==> config.mk <==
export PLATFORM = sky130hd
export DESIGN_NAME = mp4_gop_partitioner
export DESIGN_NICKNAME = d
export VERILOG_FILES = /design/src/rtl/mgp_pkg.sv /design/src/rtl/mgp_ram.sv /design/src/rtl/mgp_front.sv /design/src/rtl/mgp_back.sv /design/src/rtl/mp4_gop_partitioner.sv
export VERILOG_INCLUDE_DIRS = /design/src /design/src/rtl
export SDC_FILE = /design/constraint.sdc
export NUM_CORES = 2
export LEC_CHECK = 0
export BUFFER_PORTS_ARGS = -buffer_cell sky130_fd_sc_hd__buf_4
export CAP_MARGIN = 5
export CORE_MARGIN = 5
export CORE_UTILIZATION = 45
export DETAILED_ROUTE_END_ITERATION = 16
export PLACE_DENSITY = 0.69
export RECOVER_POWER = 100
export SYNTH_ARGS = -nofsm -noshare
export SYNTH_HDL_FRONTEND = slang
export SYNTH_SLANG_ARGS = --single-unit
==> constraint.sdc <==
create_clock -name clk -period 6.8 [get_ports clk]
set_input_delay 1.7 -clock clk [delete_from_list [all_inputs] [get_ports clk]]
set_output_delay 1.7 -clock clk [all_outputs]
set_load 0.02 [all_outputs]
==> src/rtl/assert_macros.svh <==
// assertion macros for the rtl
`ifndef ASSERT_MACROS_SVH
`define ASSERT_MACROS_SVH

// same-cycle implication, sampled on clk, off while rst_n is low
`define MGP_ASSERT_IMP(label, ante, cons) \
    label: assert property (@(posedge clk) disable iff (!rst_n) (ante) |-> (cons)) \
        else $error("mgp check failed: same-cycle implication");

// next-cycle implication, sampled on clk, off while rst_n is low
`define MGP_ASSERT_NXT(label, ante, cons) \
    label: assert property (@(posedge clk) disable iff (!rst_n) (ante) |=> (cons)) \
        else $error("mgp check failed: next-cycle implication");

`endif

==> src/rtl/mgp_pkg.sv <==
`default_nettype none

package mgp_pkg;

    localparam int TABLE_ENTRIES_DEFAULT = 64;

    localparam int QUEUE_DEPTH = 4;
    localparam int Q_AW        = $clog2(QUEUE_DEPTH);
    localparam int QC_W        = $clog2(QUEUE_DEPTH + 1);

    localparam int IN_DATA_W  = 112;
    localparam int OUT_DATA_W = 64;
    localparam int ENTRY_W    = 48;

    // input kinds
    localparam logic [1:0] KIND_LOAD   = 2'd0;
    localparam logic [1:0] KIND_CHUNK  = 2'd1;
    localparam logic [1:0] KIND_SAMPLE = 2'd2;

    // record kinds
    localparam logic [1:0] REC_SAMPLE    = 2'd0;
    localparam logic [1:0] REC_GOP       = 2'd1;
    localparam logic [1:0] REC_PARTITION = 2'd2;
    localparam logic [1:0] REC_ERROR     = 2'd3;

    // configuration register indexes
    localparam logic [1:0] CFG_TOTAL_SIZE      = 2'd0;
    localparam logic [1:0] CFG_PARTITION_COUNT = 2'd1;
    localparam logic [1:0] CFG_AVERAGE_SIZE    = 2'd2;

    typedef enum logic [1:0] {
        OP_NONE,
        OP_LOAD,
        OP_CHUNK,
        OP_SAMPLE
    } op_t;

    typedef enum logic [3:0] {
        PH_HEAD,
        PH_SPLIT,
        PH_SAMPLE,
        PH_FGOP,
        PH_FSPLIT,
        PH_FINAL,
        PH_CCMP,
        PH_CSPC
    } phase_t;

    typedef struct packed {
        op_t         op;
        logic [31:0] word;
        logic [15:0] spc;
        logic        sync;
        logic        fin;
    } item_t;

    typedef struct packed {
        logic [31:0] total_size;
        logic [15:0] partition_count;
        logic [31:0] average_size;
    } cfg_t;

endpackage

`default_nettype wire

==> src/rtl/mgp_ram.sv <==
`default_nettype none

module mgp_ram #(
    parameter int WIDTH = 8,
    parameter int DEPTH = 2
) (
    input  wire logic                                    clk,
    input  wire logic                                    we,
    input  wire logic [((DEPTH > 1) ? $clog2(DEPTH) : 1)-1:0] waddr,
    input  wire logic [WIDTH-1:0]                        wdata,
    input  wire logic                                    re,
    input  wire logic [((DEPTH > 1) ? $clog2(DEPTH) : 1)-1:0] raddr,
    output logic      [WIDTH-1:0]                        rdata
);

    logic [WIDTH-1:0] mem [DEPTH];

    always_ff @(posedge clk)
    begin
        if (we)
        begin
            mem[waddr] <= wdata;
        end
        if (re)
        begin
            rdata <= mem[raddr];
        end
    end

endmodule

`default_nettype wire

==> src/rtl/mgp_front.sv <==
`default_nettype none

module mgp_front (
    input  wire logic                               clk,
    input  wire logic                               rst_n,
    input  wire logic                               s_axis_tvalid,
    output logic                                    s_axis_tready,
    input  wire logic [mgp_pkg::IN_DATA_W-1:0]      s_axis_tdata,
    input  wire logic [1:0]                         s_axis_tuser,
    input  wire logic                               s_axis_tlast,
    output mgp_pkg::item_t                          item,
    output logic                                    item_valid,
    input  wire logic                               item_pop
);

    mgp_pkg::item_t              in_item;
    mgp_pkg::item_t              q_mem [mgp_pkg::QUEUE_DEPTH];
    logic [mgp_pkg::Q_AW-1:0]    wr_ptr_reg, wr_ptr_next;
    logic [mgp_pkg::Q_AW-1:0]    rd_ptr_reg, rd_ptr_next;
    logic [mgp_pkg::QC_W-1:0]    count_reg, count_next;
    logic                        push;

    // classify the incoming transfer
    always_comb
    begin
        in_item.spc  = s_axis_tdata[47:32];
        in_item.sync = s_axis_tdata[104];
        in_item.fin  = s_axis_tlast;
        unique case (s_axis_tuser)
            mgp_pkg::KIND_LOAD:
            begin
                in_item.op   = mgp_pkg::OP_LOAD;
                in_item.word = s_axis_tdata[31:0];
            end
            mgp_pkg::KIND_CHUNK:
            begin
                in_item.op   = mgp_pkg::OP_CHUNK;
                in_item.word = s_axis_tdata[79:48];
            end
            mgp_pkg::KIND_SAMPLE:
            begin
                in_item.op   = mgp_pkg::OP_SAMPLE;
                in_item.word = 32'(s_axis_tdata[103:80]);
            end
            default:
            begin
                in_item.op   = mgp_pkg::OP_NONE;
                in_item.word = s_axis_tdata[31:0];
            end
        endcase
    end

    assign s_axis_tready = (count_reg != mgp_pkg::QC_W'(mgp_pkg::QUEUE_DEPTH));
    assign push          = s_axis_tvalid && s_axis_tready && (in_item.op != mgp_pkg::OP_NONE);
    assign item_valid    = (count_reg != '0);
    assign item          = q_mem[rd_ptr_reg];

    always_comb
    begin
        wr_ptr_next = push ? wr_ptr_reg + mgp_pkg::Q_AW'(1) : wr_ptr_reg;
        rd_ptr_next = item_pop ? rd_ptr_reg + mgp_pkg::Q_AW'(1) : rd_ptr_reg;
        case ({push, item_pop})
            2'b10:   count_next = count_reg + mgp_pkg::QC_W'(1);
            2'b01:   count_next = count_reg - mgp_pkg::QC_W'(1);
            default: count_next = count_reg;
        endcase
    end

    always_ff @(posedge clk)
    begin
        if (push)
        begin
            q_mem[wr_ptr_reg] <= in_item;
        end
    end

    always_ff @(posedge clk or negedge rst_n)
    begin
        if (!rst_n)
        begin
            wr_ptr_reg <= '0;
            rd_ptr_reg <= '0;
            count_reg  <= '0;
        end
        else
        begin
            wr_ptr_reg <= wr_ptr_next;
            rd_ptr_reg <= rd_ptr_next;
            count_reg  <= count_next;
        end
    end

endmodule

`default_nettype wire

==> src/rtl/mgp_back.sv <==
`default_nettype none
`include "assert_macros.svh"

module mgp_back #(
    parameter int TABLE_ENTRIES = mgp_pkg::TABLE_ENTRIES_DEFAULT
) (
    input  wire logic           clk,
    input  wire logic           rst_n,
    input  wire mgp_pkg::cfg_t  cfg,
    input  wire mgp_pkg::item_t item,
    input  wire logic           item_valid,
    output logic                item_pop,
    output logic                rec_valid,
    input  wire logic           rec_ready,
    output logic [1:0]          rec_kind,
    output logic [31:0]         rec_position,
    output logic [31:0]         rec_length,
    output logic                rec_last
);

    localparam int ADDR_W = (TABLE_ENTRIES > 1) ? $clog2(TABLE_ENTRIES) : 1;
    localparam int CNT_W  = $clog2(TABLE_ENTRIES + 1);
    localparam int CMP_W  = CNT_W + 1;

    mgp_pkg::phase_t     phase_reg, phase_next;

    logic [CNT_W-1:0]    entry_count_reg, entry_count_next;
    logic [ADDR_W-1:0]   cursor_reg, cursor_next;
    logic [31:0]         chunk_number_reg, chunk_number_next;
    logic [15:0]         samples_left_reg, samples_left_next;
    logic [31:0]         running_offset_reg, running_offset_next;
    logic [31:0]         gop_start_reg, gop_start_next;
    logic                gop_open_reg, gop_open_next;
    logic [31:0]         split_start_reg, split_start_next;
    logic [31:0]         carry_reg, carry_next;
    logic [15:0]         splits_made_reg, splits_made_next;
    logic [31:0]         sample_end_reg, sample_end_next;

    logic                out_valid_reg, out_valid_next;
    logic [1:0]          out_kind_reg, out_kind_next;
    logic [31:0]         out_pos_reg, out_pos_next;
    logic [31:0]         out_len_reg, out_len_next;
    logic                out_last_reg, out_last_next;

    logic                ram_we, ram_re;
    logic [ADDR_W-1:0]   ram_raddr;
    logic [mgp_pkg::ENTRY_W-1:0] ram_rdata;

    logic                go;
    logic                sl_zero, gop_close_now, table_empty;
    logic                more0, more1, taken;
    logic                room, split_ok;
    logic [31:0]         need, diff, excess;
    logic                do_gop, do_split, do_place, do_final;
    logic [31:0]         place_end;
    logic                in_scan, stream_clear;

    mgp_ram #(
        .WIDTH (mgp_pkg::ENTRY_W),
        .DEPTH (TABLE_ENTRIES)
    ) u_entry_table (
        .clk   (clk),
        .we    (ram_we),
        .waddr (entry_count_reg[ADDR_W-1:0]),
        .wdata ({item.spc, item.word}),
        .re    (ram_re),
        .raddr (ram_raddr),
        .rdata (ram_rdata)
    );

    assign go            = item_valid && (!out_valid_reg || rec_ready);
    assign sl_zero       = (samples_left_reg == '0);
    assign gop_close_now = item.sync && gop_open_reg && !item.fin;
    assign table_empty   = (entry_count_reg == '0);
    assign more0 = (CMP_W'(cursor_reg) + CMP_W'(1)) < CMP_W'(entry_count_reg);
    assign more1 = (CMP_W'(cursor_reg) + CMP_W'(2)) < CMP_W'(entry_count_reg);
    assign taken = (ram_rdata[31:0] <= chunk_number_reg);

    // balanced split decision at a gop close
    assign need     = cfg.average_size - carry_reg;
    assign diff     = sample_end_reg - split_start_reg;
    assign excess   = diff - need;
    assign room     = (17'(splits_made_reg) + 17'd1) < 17'(cfg.partition_count);
    assign split_ok = room && (diff >= need);
    assign place_end = running_offset_reg + item.word;

    // next phase
    always_comb
    begin
        phase_next = phase_reg;
        if (go)
        begin
            unique case (phase_reg)
                mgp_pkg::PH_HEAD:
                begin
                    case (item.op)
                        mgp_pkg::OP_CHUNK:
                        begin
                            if (table_empty)
                                phase_next = mgp_pkg::PH_HEAD;
                            else
                                phase_next = more0 ? mgp_pkg::PH_CCMP : mgp_pkg::PH_CSPC;
                        end
                        mgp_pkg::OP_SAMPLE:
                        begin
                            if (!sl_zero && gop_close_now)
                                phase_next = mgp_pkg::PH_SPLIT;
                            else
                                phase_next = item.fin ? mgp_pkg::PH_FGOP : mgp_pkg::PH_HEAD;
                        end
                        default: phase_next = mgp_pkg::PH_HEAD;
                    endcase
                end
                mgp_pkg::PH_CCMP:
                    phase_next = (taken && more1) ? mgp_pkg::PH_CCMP : mgp_pkg::PH_CSPC;
                mgp_pkg::PH_CSPC:   phase_next = mgp_pkg::PH_HEAD;
                mgp_pkg::PH_SPLIT:
                    phase_next = split_ok ? mgp_pkg::PH_SAMPLE : mgp_pkg::PH_HEAD;
                mgp_pkg::PH_SAMPLE: phase_next = mgp_pkg::PH_HEAD;
                mgp_pkg::PH_FGOP:
                    phase_next = gop_open_reg ? mgp_pkg::PH_FSPLIT : mgp_pkg::PH_HEAD;
                mgp_pkg::PH_FSPLIT:
                    phase_next = split_ok ? mgp_pkg::PH_FINAL : mgp_pkg::PH_HEAD;
                mgp_pkg::PH_FINAL:  phase_next = mgp_pkg::PH_HEAD;
                default:            phase_next = mgp_pkg::PH_HEAD;
            endcase
        end
    end

    assign item_pop = go && (phase_next == mgp_pkg::PH_HEAD);

    // datapath and record outputs
    always_comb
    begin
        entry_count_next    = entry_count_reg;
        cursor_next         = cursor_reg;
        chunk_number_next   = chunk_number_reg;
        samples_left_next   = samples_left_reg;
        running_offset_next = running_offset_reg;
        gop_start_next      = gop_start_reg;
        gop_open_next       = gop_open_reg;
        split_start_next    = split_start_reg;
        carry_next          = carry_reg;
        splits_made_next    = splits_made_reg;
        sample_end_next     = sample_end_reg;

        out_valid_next = out_valid_reg && !rec_ready;
        out_kind_next  = out_kind_reg;
        out_pos_next   = out_pos_reg;
        out_len_next   = out_len_reg;
        out_last_next  = out_last_reg;

        ram_we    = 1'b0;
        ram_re    = 1'b0;
        ram_raddr = cursor_reg;

        do_gop   = 1'b0;
        do_split = 1'b0;
        do_place = 1'b0;
        do_final = 1'b0;

        if (go)
        begin
            unique case (phase_reg)
                mgp_pkg::PH_HEAD:
                begin
                    case (item.op)
                        mgp_pkg::OP_LOAD:
                        begin
                            if (entry_count_reg < CNT_W'(TABLE_ENTRIES))
                            begin
                                ram_we           = 1'b1;
                                entry_count_next = entry_count_reg + CNT_W'(1);
                            end
                        end
                        mgp_pkg::OP_CHUNK:
                        begin
                            chunk_number_next   = chunk_number_reg + 32'd1;
                            running_offset_next = item.word;
                            if (table_empty)
                            begin
                                samples_left_next = '0;
                            end
                            else
                            begin
                                ram_re    = 1'b1;
                                ram_raddr = more0 ? cursor_reg + ADDR_W'(1) : cursor_reg;
                            end
                        end
                        mgp_pkg::OP_SAMPLE:
                        begin
                            if (sl_zero)
                            begin
                                out_valid_next = 1'b1;
                                out_kind_next  = mgp_pkg::REC_ERROR;
                                out_pos_next   = '0;
                                out_len_next   = item.word;
                                out_last_next  = !item.fin;
                            end
                            else if (gop_close_now)
                                do_gop = 1'b1;
                            else
                                do_place = 1'b1;
                        end
                        default:
                        begin
                        end
                    endcase
                end
                mgp_pkg::PH_CCMP:
                begin
                    ram_re = 1'b1;
                    if (taken)
                    begin
                        cursor_next = cursor_reg + ADDR_W'(1);
                        ram_raddr   = more1 ? cursor_reg + ADDR_W'(2) : cursor_reg + ADDR_W'(1);
                    end
                    else
                    begin
                        ram_raddr = cursor_reg;
                    end
                end
                mgp_pkg::PH_CSPC:   samples_left_next = ram_rdata[47:32];
                mgp_pkg::PH_SPLIT:
                begin
                    if (split_ok)
                        do_split = 1'b1;
                    else
                        do_place = 1'b1;
                end
                mgp_pkg::PH_SAMPLE: do_place = 1'b1;
                mgp_pkg::PH_FGOP:
                begin
                    if (gop_open_reg)
                        do_gop = 1'b1;
                    else
                        do_final = 1'b1;
                end
                mgp_pkg::PH_FSPLIT:
                begin
                    if (split_ok)
                        do_split = 1'b1;
                    else
                        do_final = 1'b1;
                end
                mgp_pkg::PH_FINAL:  do_final = 1'b1;
                default:
                begin
                end
            endcase
        end

        if (do_gop)
        begin
            out_valid_next = 1'b1;
            out_kind_next  = mgp_pkg::REC_GOP;
            out_pos_next   = gop_start_reg;
            out_len_next   = sample_end_reg - gop_start_reg;
            out_last_next  = 1'b0;
            gop_start_next = sample_end_reg;
        end

        if (do_split)
        begin
            carry_next       = (excess > cfg.average_size) ? cfg.average_size : excess;
            out_valid_next   = 1'b1;
            out_kind_next    = mgp_pkg::REC_PARTITION;
            out_pos_next     = split_start_reg;
            out_len_next     = diff;
            out_last_next    = 1'b0;
            split_start_next = sample_end_reg;
            splits_made_next = splits_made_reg + 16'd1;
        end

        if (do_place)
        begin
            running_offset_next = place_end;
            sample_end_next     = place_end;
            samples_left_next   = samples_left_reg - 16'd1;
            if (item.sync)
                gop_open_next = 1'b1;
            if (item.sync || gop_open_reg)
            begin
                out_valid_next = 1'b1;
                out_kind_next  = mgp_pkg::REC_SAMPLE;
                out_pos_next   = running_offset_reg - gop_start_reg;
                out_len_next   = item.word;
                out_last_next  = !item.fin;
            end
        end

        if (do_final)
        begin
            out_valid_next      = 1'b1;
            out_kind_next       = mgp_pkg::REC_PARTITION;
            out_pos_next        = split_start_reg;
            out_len_next        = cfg.total_size - split_start_reg;
            out_last_next       = 1'b1;
            cursor_next         = '0;
            chunk_number_next   = '0;
            samples_left_next   = '0;
            running_offset_next = '0;
            gop_start_next      = '0;
            gop_open_next       = 1'b0;
            split_start_next    = '0;
            carry_next          = '0;
            splits_made_next    = '0;
            sample_end_next     = '0;
        end
    end

    assign rec_valid    = out_valid_reg;
    assign rec_kind     = out_kind_reg;
    assign rec_position = out_pos_reg;
    assign rec_length   = out_len_reg;
    assign rec_last     = out_last_reg;

    always_ff @(posedge clk)
    begin
        out_kind_reg <= out_kind_next;
        out_pos_reg  <= out_pos_next;
        out_len_reg  <= out_len_next;
        out_last_reg <= out_last_next;
    end

    always_ff @(posedge clk or negedge rst_n)
    begin
        if (!rst_n)
        begin
            phase_reg          <= mgp_pkg::PH_HEAD;
            entry_count_reg    <= '0;
            cursor_reg         <= '0;
            chunk_number_reg   <= '0;
            samples_left_reg   <= '0;
            running_offset_reg <= '0;
            gop_start_reg      <= '0;
            gop_open_reg       <= 1'b0;
            split_start_reg    <= '0;
            carry_reg          <= '0;
            splits_made_reg    <= '0;
            sample_end_reg     <= '0;
            out_valid_reg      <= 1'b0;
        end
        else
        begin
            phase_reg          <= phase_next;
            entry_count_reg    <= entry_count_next;
            cursor_reg         <= cursor_next;
            chunk_number_reg   <= chunk_number_next;
            samples_left_reg   <= samples_left_next;
            running_offset_reg <= running_offset_next;
            gop_start_reg      <= gop_start_next;
            gop_open_reg       <= gop_open_next;
            split_start_reg    <= split_start_next;
            carry_reg          <= carry_next;
            splits_made_reg    <= splits_made_next;
            sample_end_reg     <= sample_end_next;
            out_valid_reg      <= out_valid_next;
        end
    end

    assign in_scan      = (phase_reg == mgp_pkg::PH_CCMP) || (phase_reg == mgp_pkg::PH_CSPC);
    assign stream_clear = (splits_made_reg == '0) && !gop_open_reg && (cursor_reg == '0);

    // an item in progress stays at the queue head
    `MGP_ASSERT_IMP(a_busy_holds_item, phase_reg != mgp_pkg::PH_HEAD, item_valid)
    // the entry scan only runs over a loaded table
    `MGP_ASSERT_IMP(a_scan_nonempty, in_scan, !table_empty)
    // closing the file returns the stream state to its start
    `MGP_ASSERT_NXT(a_close_resets, do_final, stream_clear)

endmodule

`default_nettype wire

==> src/rtl/mp4_gop_partitioner.sv <==
`default_nettype none

// Resolves an mp4 sample table into gop-relative sample records, gop records and
// balanced partition records. A sample that closes a gop yields the gop record, any
// partition record and then its own sample record; a closing sample is placed first,
// then closes the open gop and the file. Records leave through a single output
// register, and processing holds while a record waits there. A chunk start on an empty
// table sets no samples; otherwise it steps through the later table entries, comparing
// each first chunk, through the registered read port of the entry table. Items of an
// unknown kind are dropped on input. A four-entry queue sits between input and
// processing, so input transfers keep flowing while a record waits on the output until
// the queue fills. The entry table needs no clearing after reset. Configuration writes
// are taken at any time but must only be made while the block is idle.
module mp4_gop_partitioner #(
    parameter int TABLE_ENTRIES = mgp_pkg::TABLE_ENTRIES_DEFAULT
) (
    input  wire logic                             clk,
    input  wire logic                             rst_n,
    input  wire logic                             s_axis_tvalid,
    output logic                                  s_axis_tready,
    // first_chunk_number, samples_per_chunk, chunk_offset, sample_size, is_sync, zero pad
    input  wire logic [mgp_pkg::IN_DATA_W-1:0]    s_axis_tdata,
    // kind
    input  wire logic [1:0]                       s_axis_tuser,
    input  wire logic                             s_axis_tlast,
    output logic                                  m_axis_tvalid,
    input  wire logic                             m_axis_tready,
    // position, length
    output logic [mgp_pkg::OUT_DATA_W-1:0]        m_axis_tdata,
    // record_kind
    output logic [1:0]                            m_axis_tuser,
    output logic                                  m_axis_tlast,
    input  wire logic                             cfg_valid,
    output logic                                  cfg_ready,
    input  wire logic [1:0]                       cfg_index,
    input  wire logic [31:0]                      cfg_data
);

    mgp_pkg::cfg_t   cfg_reg, cfg_next;
    mgp_pkg::item_t  item;
    logic            item_valid;
    logic            item_pop;
    logic [31:0]     rec_position;
    logic [31:0]     rec_length;

    assign cfg_ready = 1'b1;

    always_comb
    begin
        cfg_next = cfg_reg;
        if (cfg_valid)
        begin
            unique case (cfg_index)
                mgp_pkg::CFG_TOTAL_SIZE:      cfg_next.total_size      = cfg_data;
                mgp_pkg::CFG_PARTITION_COUNT: cfg_next.partition_count = cfg_data[15:0];
                mgp_pkg::CFG_AVERAGE_SIZE:    cfg_next.average_size    = cfg_data;
                default:
                begin
                end
            endcase
        end
    end

    always_ff @(posedge clk or negedge rst_n)
    begin
        if (!rst_n)
        begin
            cfg_reg.total_size      <= 32'd1;
            cfg_reg.partition_count <= 16'd1;
            cfg_reg.average_size    <= 32'd1;
        end
        else
        begin
            cfg_reg <= cfg_next;
        end
    end

    mgp_front u_front (
        .clk           (clk),
        .rst_n         (rst_n),
        .s_axis_tvalid (s_axis_tvalid),
        .s_axis_tready (s_axis_tready),
        .s_axis_tdata  (s_axis_tdata),
        .s_axis_tuser  (s_axis_tuser),
        .s_axis_tlast  (s_axis_tlast),
        .item          (item),
        .item_valid    (item_valid),
        .item_pop      (item_pop)
    );

    mgp_back #(
        .TABLE_ENTRIES (TABLE_ENTRIES)
    ) u_back (
        .clk          (clk),
        .rst_n        (rst_n),
        .cfg          (cfg_reg),
        .item         (item),
        .item_valid   (item_valid),
        .item_pop     (item_pop),
        .rec_valid    (m_axis_tvalid),
        .rec_ready    (m_axis_tready),
        .rec_kind     (m_axis_tuser),
        .rec_position (rec_position),
        .rec_length   (rec_length),
        .rec_last     (m_axis_tlast)
    );

    assign m_axis_tdata = {rec_length, rec_position};

endmodule

`default_nettype wire

# Word-level counts from Yosys, hierarchy flattened
# Memory sizes are Yosys's and may differ from the RTL's. A register that Yosys moved wholly into a read port is not among the register bits.
# Cells that the tools add are included.
# W data, S select, Z words.
totals:
  ff_bits: 397
  ram_bits: 3280
  inputBits: 154
  output_inout_bits: 70
  mem_count: 2
op_classes:
  add_sub_neg: 20
  n_lt_le_gt_ge: 7
  eq_ne: 19
  n_mux: 126
  n_reduce_logical: 48
mem_list:
  columns: ["memory", "words", "width", "read_ports", "rd_clocked_by_memory_dff", "wr", "line_no", "text"]
  rows:
  - ["u_back.u_entry_table.mem", 64, 48, 1, 1, 1, "mgp_ram.sv:16", "logic [WIDTH-1:0] mem [DEPTH];"]
  - ["u_front.q_mem", 4, 52, 1, 0, 1, "mgp_front.sv:17", "mgp_pkg::item_t q_mem [mgp_pkg::QUEUE_DEPTH];"]
ops:
  columns: ["operator", "n"]
  rows:
  - ["$mux W32", 36]
  - ["$sub A32 B32 Y32", 6]
  - ["$mux W16", 7]
  - ["$pmux W34 S3", 1]
  - ["$mux W6", 10]
  - ["$mux W1", 48]
  - ["$add A32 B1 Y32 const B", 1]
  - ["$add A32 B32 Y32", 1]
  - ["$ge A32 B32 Y1", 1]
  - ["$gt A32 B32 Y1", 1]
  - ["$le A32 B32 Y1", 1]
  - ["$pmux W16 S2", 1]
  - ["$reduce_bool A2 Y1", 11]
  - ["$mux W2", 10]
  - ["$pmux W4 S5", 1]
  - ["$add A16 B1 Y17 const B", 1]
  - ["$lt A17 B16 Y1", 1]
  - ["$add A16 B1 Y16 const B", 1]
  - ["$eq A4 B3 Y1 const B", 4]
  - ["$logic_not A16 Y1", 1]
  - ["$lt A8 B7 Y1", 2]
  - ["$sub A16 B1 Y16 const B", 1]
  - ["$mux W4", 3]
  - ["$pmux W6 S2", 1]
  - ["33 further kinds", 69]

# Longest topological paths before layout
# An unclocked memory read counts as a cell.
logic_depth:
  word_depth: 13
  ltp_mapped: 38

# Hierarchy
# A second synthesis with hierarchy kept.
hier_totals:
  hier_cells: 9147
  hier_area_um2: 157155.7
by_module_without_submodules:
  columns: ["mod", "n_inst", "cells_per_inst", "area_each_um2", "seq_area_each_um2"]
  rows:
  - ["mgp_ram", 1, 4970, 117601.5, 93689.9]
  - ["mgp_back", 1, 3619, 28138.2, 7422.1]
  - ["mgp_front", 1, 386, 8421.8, 6421.2]
  - ["mp4_gop_partitioner", 1, 172, 2994.1, 2005.7]

# Worst setup path after synthesis
# OpenSTA, ideal clock, no wires.
synth_timing:
  path_type: "register to register"
  from: "reg u_back.sample_end_reg[3]"
  to: "reg u_back.carry_reg[0]"
  setup_time_ns: 0.121
  arrival_time_ns: 6.543
  required_time_ns: 6.679
  slack_ns: 0.136
  stages_incl_launch_ff: 34
  n_path_buf: 2
  period_less_slack_ns: 6.664
  path_cell_list: "dfrtp_1 > ha_1 > or4_1 > o21ai_0 > o21ai_0 > o21ai_0 > nor2b_1 > o21bai_1 > a21oi_1 > xnor2_1 > ha_1 > a21o_1 > a21o_1 > a221oi_1 > inv_1 > o311ai_0 > a21oi_1 > a311oi_1 > xnor2_1 > ha_1 > nor2b_1 > o21ai_0 > nand2b_1 > a21oi_1 > nor2b_1 > o21ai_0 > nand2b_1 > a21o_1 > o21ai_0 > clkbuf_1 > buf_1 > nand2_1 > o211ai_1 > nand2_1"
synth_between:
  elab_chain_cells: 7
  elab_cells_between_ends: 15
synth_lines:
  columns: ["element", "line_no", "text"]
  rows:
  - ["start, declared", "mgp_back.sv:37", "logic [31:0] sample_end_reg, sample_end_next;"]
  - ["start signal, assigned", "mgp_back.sv:357", "sample_end_reg <= sample_end_next;"]
  - ["$sub A32 B32 Y32 (*)", "mgp_back.sv:81", "assign diff = sample_end_reg - split_start_reg;"]
  - ["branches (longest 6 deep; another with $sub A32 B32 Y32)", null, null]
  - ["end signal, assigned", "mgp_back.sv:355", "carry_reg <= carry_next;"]
  - ["end, declared", "mgp_back.sv:35", "logic [31:0] carry_reg, carry_next;"]
# Mark *: on every way between the ends. The select of a mux whose other input is x is not followed.
# A chain may end at the register's enable or synchronous reset.

# Final worst setup path
layout_timing:
  from: "reg u_back.cursor_reg[0]"
  to: "reg u_back.u_entry_table.rdata[29], read port of u_back.u_entry_table.mem (data pin)"
layout_between:
  elab_chain_cells: 7
  elab_cells_between_ends: 13
layout_lines:
  columns: ["element", "line_no", "text"]
  rows:
  - ["start, declared", "mgp_back.sv:28", "logic [ADDR_W-1:0] cursor_reg, cursor_next;"]
  - ["start signal, assigned", "mgp_back.sv:348", "cursor_reg <= cursor_next;"]
  - ["$add A6 B1 Y7", "mgp_back.sv:75", "assign more0 = (CMP_W'(cursor_reg) + CMP_W'(1)) < CMP_W'(entry_count_reg);"]
  - ["$lt A8 B7 Y1", "mgp_back.sv:75", null]
  - ["$mux W6", "mgp_back.sv:187", "ram_raddr = more0 ? cursor_reg + ADDR_W'(1) : cursor_reg;"]
  - ["$mux W6", "mgp_back.sv:180", "if (table_empty)"]
  - ["$mux W6", "mgp_back.sv:167", "case (item.op)"]
  - ["$pmux W6 S2", "mgp_back.sv:164", "unique case (phase_reg)"]
  - ["$mux W6 (*)", "mgp_back.sv:162", "if (go)"]
  - ["end, declared", "mgp_ram.sv:13", "output logic [WIDTH-1:0] rdata"]
# Mark *: on every way between the ends. The rest lies on a longest branch, timed or not.

==> impl_summary.md <==
Outcome
The run finished, with violations left. The final reports fail on max-capacitance violations, max-slew violations.

STA
Static timing analysis puts the maximum clock frequency at 150 MHz. The final clock period utilization by the worst path is between 90% and 100%. The max-slew violation count is 4092. The clock arrives with 86.3 ps of skew. The routed design could run at a clock period as short as around 6700 ps. Setup repair after global routing could not meet its margin everywhere. After routing, the total negative slack on setup checks comes to 0 ps. The transition time at the pin with the least slew margin is 5090 ps.

Setup violations remaining at the end of the flow were counted as 0. The total count of hold-check failures in the final report is 0. Headroom to the max-slew limit came out at -239%.

Power and ir drop
The analysis attributes to cell leakage a power of between 0.06 and 0.07 uW. The register share of total power is 30.3%. The power density over cell area is about 560 nW/um^2. The proportion of power drawn by combinational gates is between 40% and 50%. The clock network accounts for between 20% and 30% of the total power.

Summing internal, switching and leakage power gives 104000 uW. The largest vdd supply drop is 1.98 mV. Internal power comes to 62400 uW. In this run the power spent charging and discharging nets is 41200 uW.

The fraction of power spent switching nets is 39.8%.

Global routing
The total global-route track usage is 26.3%. After global routing the overflow that remains totals 0. The number of global-route vias before repair is 102000.

The number of antenna violations at the first check in global routing is 17. The largest net degree at the start of global routing is approximately 120. The global-route wire length before repair is 707 mm.

Clock network
At the later pin of the worst-skew pair, clock insertion delay measures 990 ps. The TritonCTS clock tree is done. The library cell used as clock root buffer is sky130_fd_sc_hd__clkbuf_16.

The number of buffers created by CTS is about 380. The clock edge transition at the registers on the reported setup and hold paths is ~60 ps. The CTS sink count is 3725. The buffer depth of the longest clock path is 4. The CTS H-tree depth is 5.

Yosys
The average size of a mapped cell is 14.0 um^2. The netlist area before placement is 159000 um^2. The xor/xnor share of the synthesized area is 1.39%. The cell type contributing the most total cell area after synthesis is sky130_fd_sc_hd__edfxtp_1. During synthesis, Yosys emitted a total of 0 warnings.

The net count of the mapped netlist is 11900. The number of enable-type register cells in the synthesized netlist is 3328. The post-synthesis cell count is 11400. The async set or reset register ratio after synthesis is 8.86%. The simple-gate portion of the synthesized area is 9.78%.

The most instantiated flip-flop cell in the synthesis netlist is sky130_fd_sc_hd__edfxtp_1. The number of distinct library cells after synthesis is 94. By count the netlist is led by 3328 x sky130_fd_sc_hd__edfxtp_1, 2021 x sky130_fd_sc_hd__nand2_1, 469 x sky130_fd_sc_hd__nand3_1.

Sorting the synthesized cells by area gives the leading types as sky130_fd_sc_hd__edfxtp_1 63%, sky130_fd_sc_hd__dfrtp_1 5.1%, sky130_fd_sc_hd__nand2_1 4.8%. Measured against the total synthesized area, the mux share comes to 6.79%. The synthesized design contains 3725 register bits.

The cell with the most instances after synthesis is sky130_fd_sc_hd__edfxtp_1. For this run, the register share of the synthesized area comes to ~69%. The share of the synthesized area in compound gates (AO/OA/AOI/OAI) is 8.37%. The post-synthesis share of cell area spent on full adders, half adders and majority gates is roughly 2.7%. After synthesis, the largest family of logic cells by area is simple AND/OR/NAND/NOR gates. The share of synthesized area in the top cell type comes to roughly 63%.

Floorplanning
For this configuration, the core starts out at a cell density of a little under half. The count of standard-cell rows is 218. The horizontal extent of the die is 605 um. The floorplan step defined a die boundary enclosing 366000 um^2. The placeable core region is 353000 um^2. From bottom edge to top edge, the die measures ~610 um. In this run the count of I/O pins placed on the die edge is 224.

Placement
The placed instance area is 172000 um^2. The HPWL after detailed placement is 307 mm. During placement, the flow inserted port buffers numbering 215. Routability-driven placement finished with a final weighted congestion of 0.915.

Critical path
In this run the worst path has a maximum fanout of 11. The worst setup path is launched from a flip-flop. The type of destination of the critical path is a flip-flop. The required time reported for the critical path endpoint is 7420 ps. STA puts the critical path data arrival time at around 7300 ps. The kind of critical path is reg -> reg.

Drt
The wire length reported by the detailed router is 497 mm. For this run, design rule violations remaining after detail routing come to 0. In the final routed layout, each cell accounts on average for 28.9 um.

The first routing iteration left about 14000 violations. In this run the remaining antenna-violating nets after routing total 0. Summing over every cut layer, the via total after detailed routing is 106000. The detail-routed via count per cell is 6.14. The number of detailed-route iterations in the first pass is 10.

Final layout
The fraction of final layout cells sized beyond drive strength 1 is 15.4%. The share of the core filled with cells in the final layout is a little over half. The number of flip-flops in the largest register is 3072. For this run, the post-layout net count is 12600. The final standard cell area without fillers is 184000 um^2. The layout overhead on the synthesized area is 15.3%.

Hold path
The tightest min-delay check is of the reg -> reg type.

Run
Max-cap violations in this run came to 107.
-- worst paths after layout --
path	start	cells past startpoint	endpoint	slack (ps)
max in group asynchronous	rst_n	2	cfg_reg[1]	960
max	u_back.cursor_reg[0]	17	u_back.u_entry_table.rdata[29]	120
max reg2reg	u_back.cursor_reg[0]	17	u_back.u_entry_table.rdata[29]	120
min	cfg_reg[36]	1	cfg_reg[36]	510
min reg2reg	cfg_reg[36]	1	cfg_reg[36]	510
min in group asynchronous	rst_n	1	cfg_reg[22]	2600
-- through the flow --
stage	instances	hold WS, ps	setup slack [ps]
2_1_floorplan	11400	459	136
3_3_place_gp	16500	474	-566
3_5_place_dp	16500	489	-429
4_1_cts	17200	505	23.7
5_1_grt	17200	515	-164
6_report	17200	507	116
-- final cells by class --
cell class,instances,area [um^2]
Fill cell,28600,169000
Timing Repair Buffer,979,7610
Tap cell,4730,5920
Antenna cell,10,25.0
Clock buffer,463,10100
Clock inverter,234,2280
Sequential cell,3725,110000
Inverter,272,1020
Multi-Input combinational cell,6796,47200
-- routing by layer --
metal,vias to the layer above,routed length [um],global-route usage (%)
li1,45100,-,-
met1,53100,185000,35.1
met2,6280,226000,41.4
met3,1226,54100,4.88
met4,10,31400,13.3
met5,-,71,0
-- power groups by stage --
| stage | clock network (uW) | registers, uW | logic [uW] |
|---|---|---|---|
| 6_report | 20800 | 31400 | 51400 |
| 4_1_cts | 21000 | 31000 | 48800 |
| 3_3_place_gp | 0 | 31400 | 46500 |
| 2_1_floorplan | 0 | 31100 | 28700 |
| 5_1_grt | 22000 | 31400 | 55000 |
| 3_5_place_dp | 0 | 31400 | 47600 |
-- layout by cell type (no fill, tap or decap), types with 64 or more instances in the layout --
master                         n
sky130_fd_sc_hd__edfxtp_1   3328
sky130_fd_sc_hd__nand2_1    2016
sky130_fd_sc_hd__buf_4       630
sky130_fd_sc_hd__nand3_1     463
sky130_fd_sc_hd__mux2i_1     455
sky130_fd_sc_hd__a21oi_1     418
sky130_fd_sc_hd__clkbuf_16   387
sky130_fd_sc_hd__dfrtp_1     326
sky130_fd_sc_hd__ha_1        323
sky130_fd_sc_hd__nor2_1      301
sky130_fd_sc_hd__and3_1      274
sky130_fd_sc_hd__inv_1       271
sky130_fd_sc_hd__clkbuf_1    248
sky130_fd_sc_hd__mux4_2      238
sky130_fd_sc_hd__a221oi_1    224
sky130_fd_sc_hd__o21ai_0     216
sky130_fd_sc_hd__xnor2_1     163
sky130_fd_sc_hd__a31oi_1     126
sky130_fd_sc_hd__a311oi_1    101
sky130_fd_sc_hd__a21o_1       96
sky130_fd_sc_hd__nand4_1      89
sky130_fd_sc_hd__buf_12       82
sky130_fd_sc_hd__mux2_2       80
sky130_fd_sc_hd__xor2_1       79
sky130_fd_sc_hd__a211oi_1     79
sky130_fd_sc_hd__o211ai_1     77
sky130_fd_sc_hd__clkinv_1     77
sky130_fd_sc_hd__clkinv_2     74
sky130_fd_sc_hd__nor3_1       72
sky130_fd_sc_hd__dfxtp_1      67
sky130_fd_sc_hd__clkbuf_2     64
-- cells by family (layout without fill, tap and decap cells) --
| kind of cell | Yosys count | in the layout |
|---|---|---|
| other cells | 1 | 11 |
| mux | 773 | 773 |
| xor+xnor | 252 | 252 |
| fa+ha+maj | 333 | 333 |
| flops | 3725 | 3725 |
| buf+inv | 900 | 1948 |
| compound gates | 1910 | 1910 |
| simple gates | 3527 | 3527 |
-- worst max-delay path, stage by stage (launching register included) --
cell	delay, ps
sky130_fd_sc_hd__dfrtp_1	580
sky130_fd_sc_hd__ha_1	440
sky130_fd_sc_hd__nand3_1	300
sky130_fd_sc_hd__xnor2_1	220
sky130_fd_sc_hd__ha_1	290
sky130_fd_sc_hd__o21a_1	180
sky130_fd_sc_hd__o21a_1	160
sky130_fd_sc_hd__o2bb2ai_1	450
sky130_fd_sc_hd__nand3_1	170
sky130_fd_sc_hd__xnor2_1	150
sky130_fd_sc_hd__o21ai_0	510
sky130_fd_sc_hd__o32a_4	540
sky130_fd_sc_hd__nor3_2	80
sky130_fd_sc_hd__buf_4	180
sky130_fd_sc_hd__nand2_2	500
sky130_fd_sc_hd__a311oi_1	140
sky130_fd_sc_hd__nor4_2	1050
sky130_fd_sc_hd__nand4_1	340
-- repair_timing --
item                                    CTS  global route
buffers inserted                          6            18
pin swaps                                 9            65
gates resized for setup                  25           101
cloned                                    1             2
hold buffers                              0             0
endpoints found under the setup margin  109           135
Note: power is estimated with default switching activity, not from simulation.
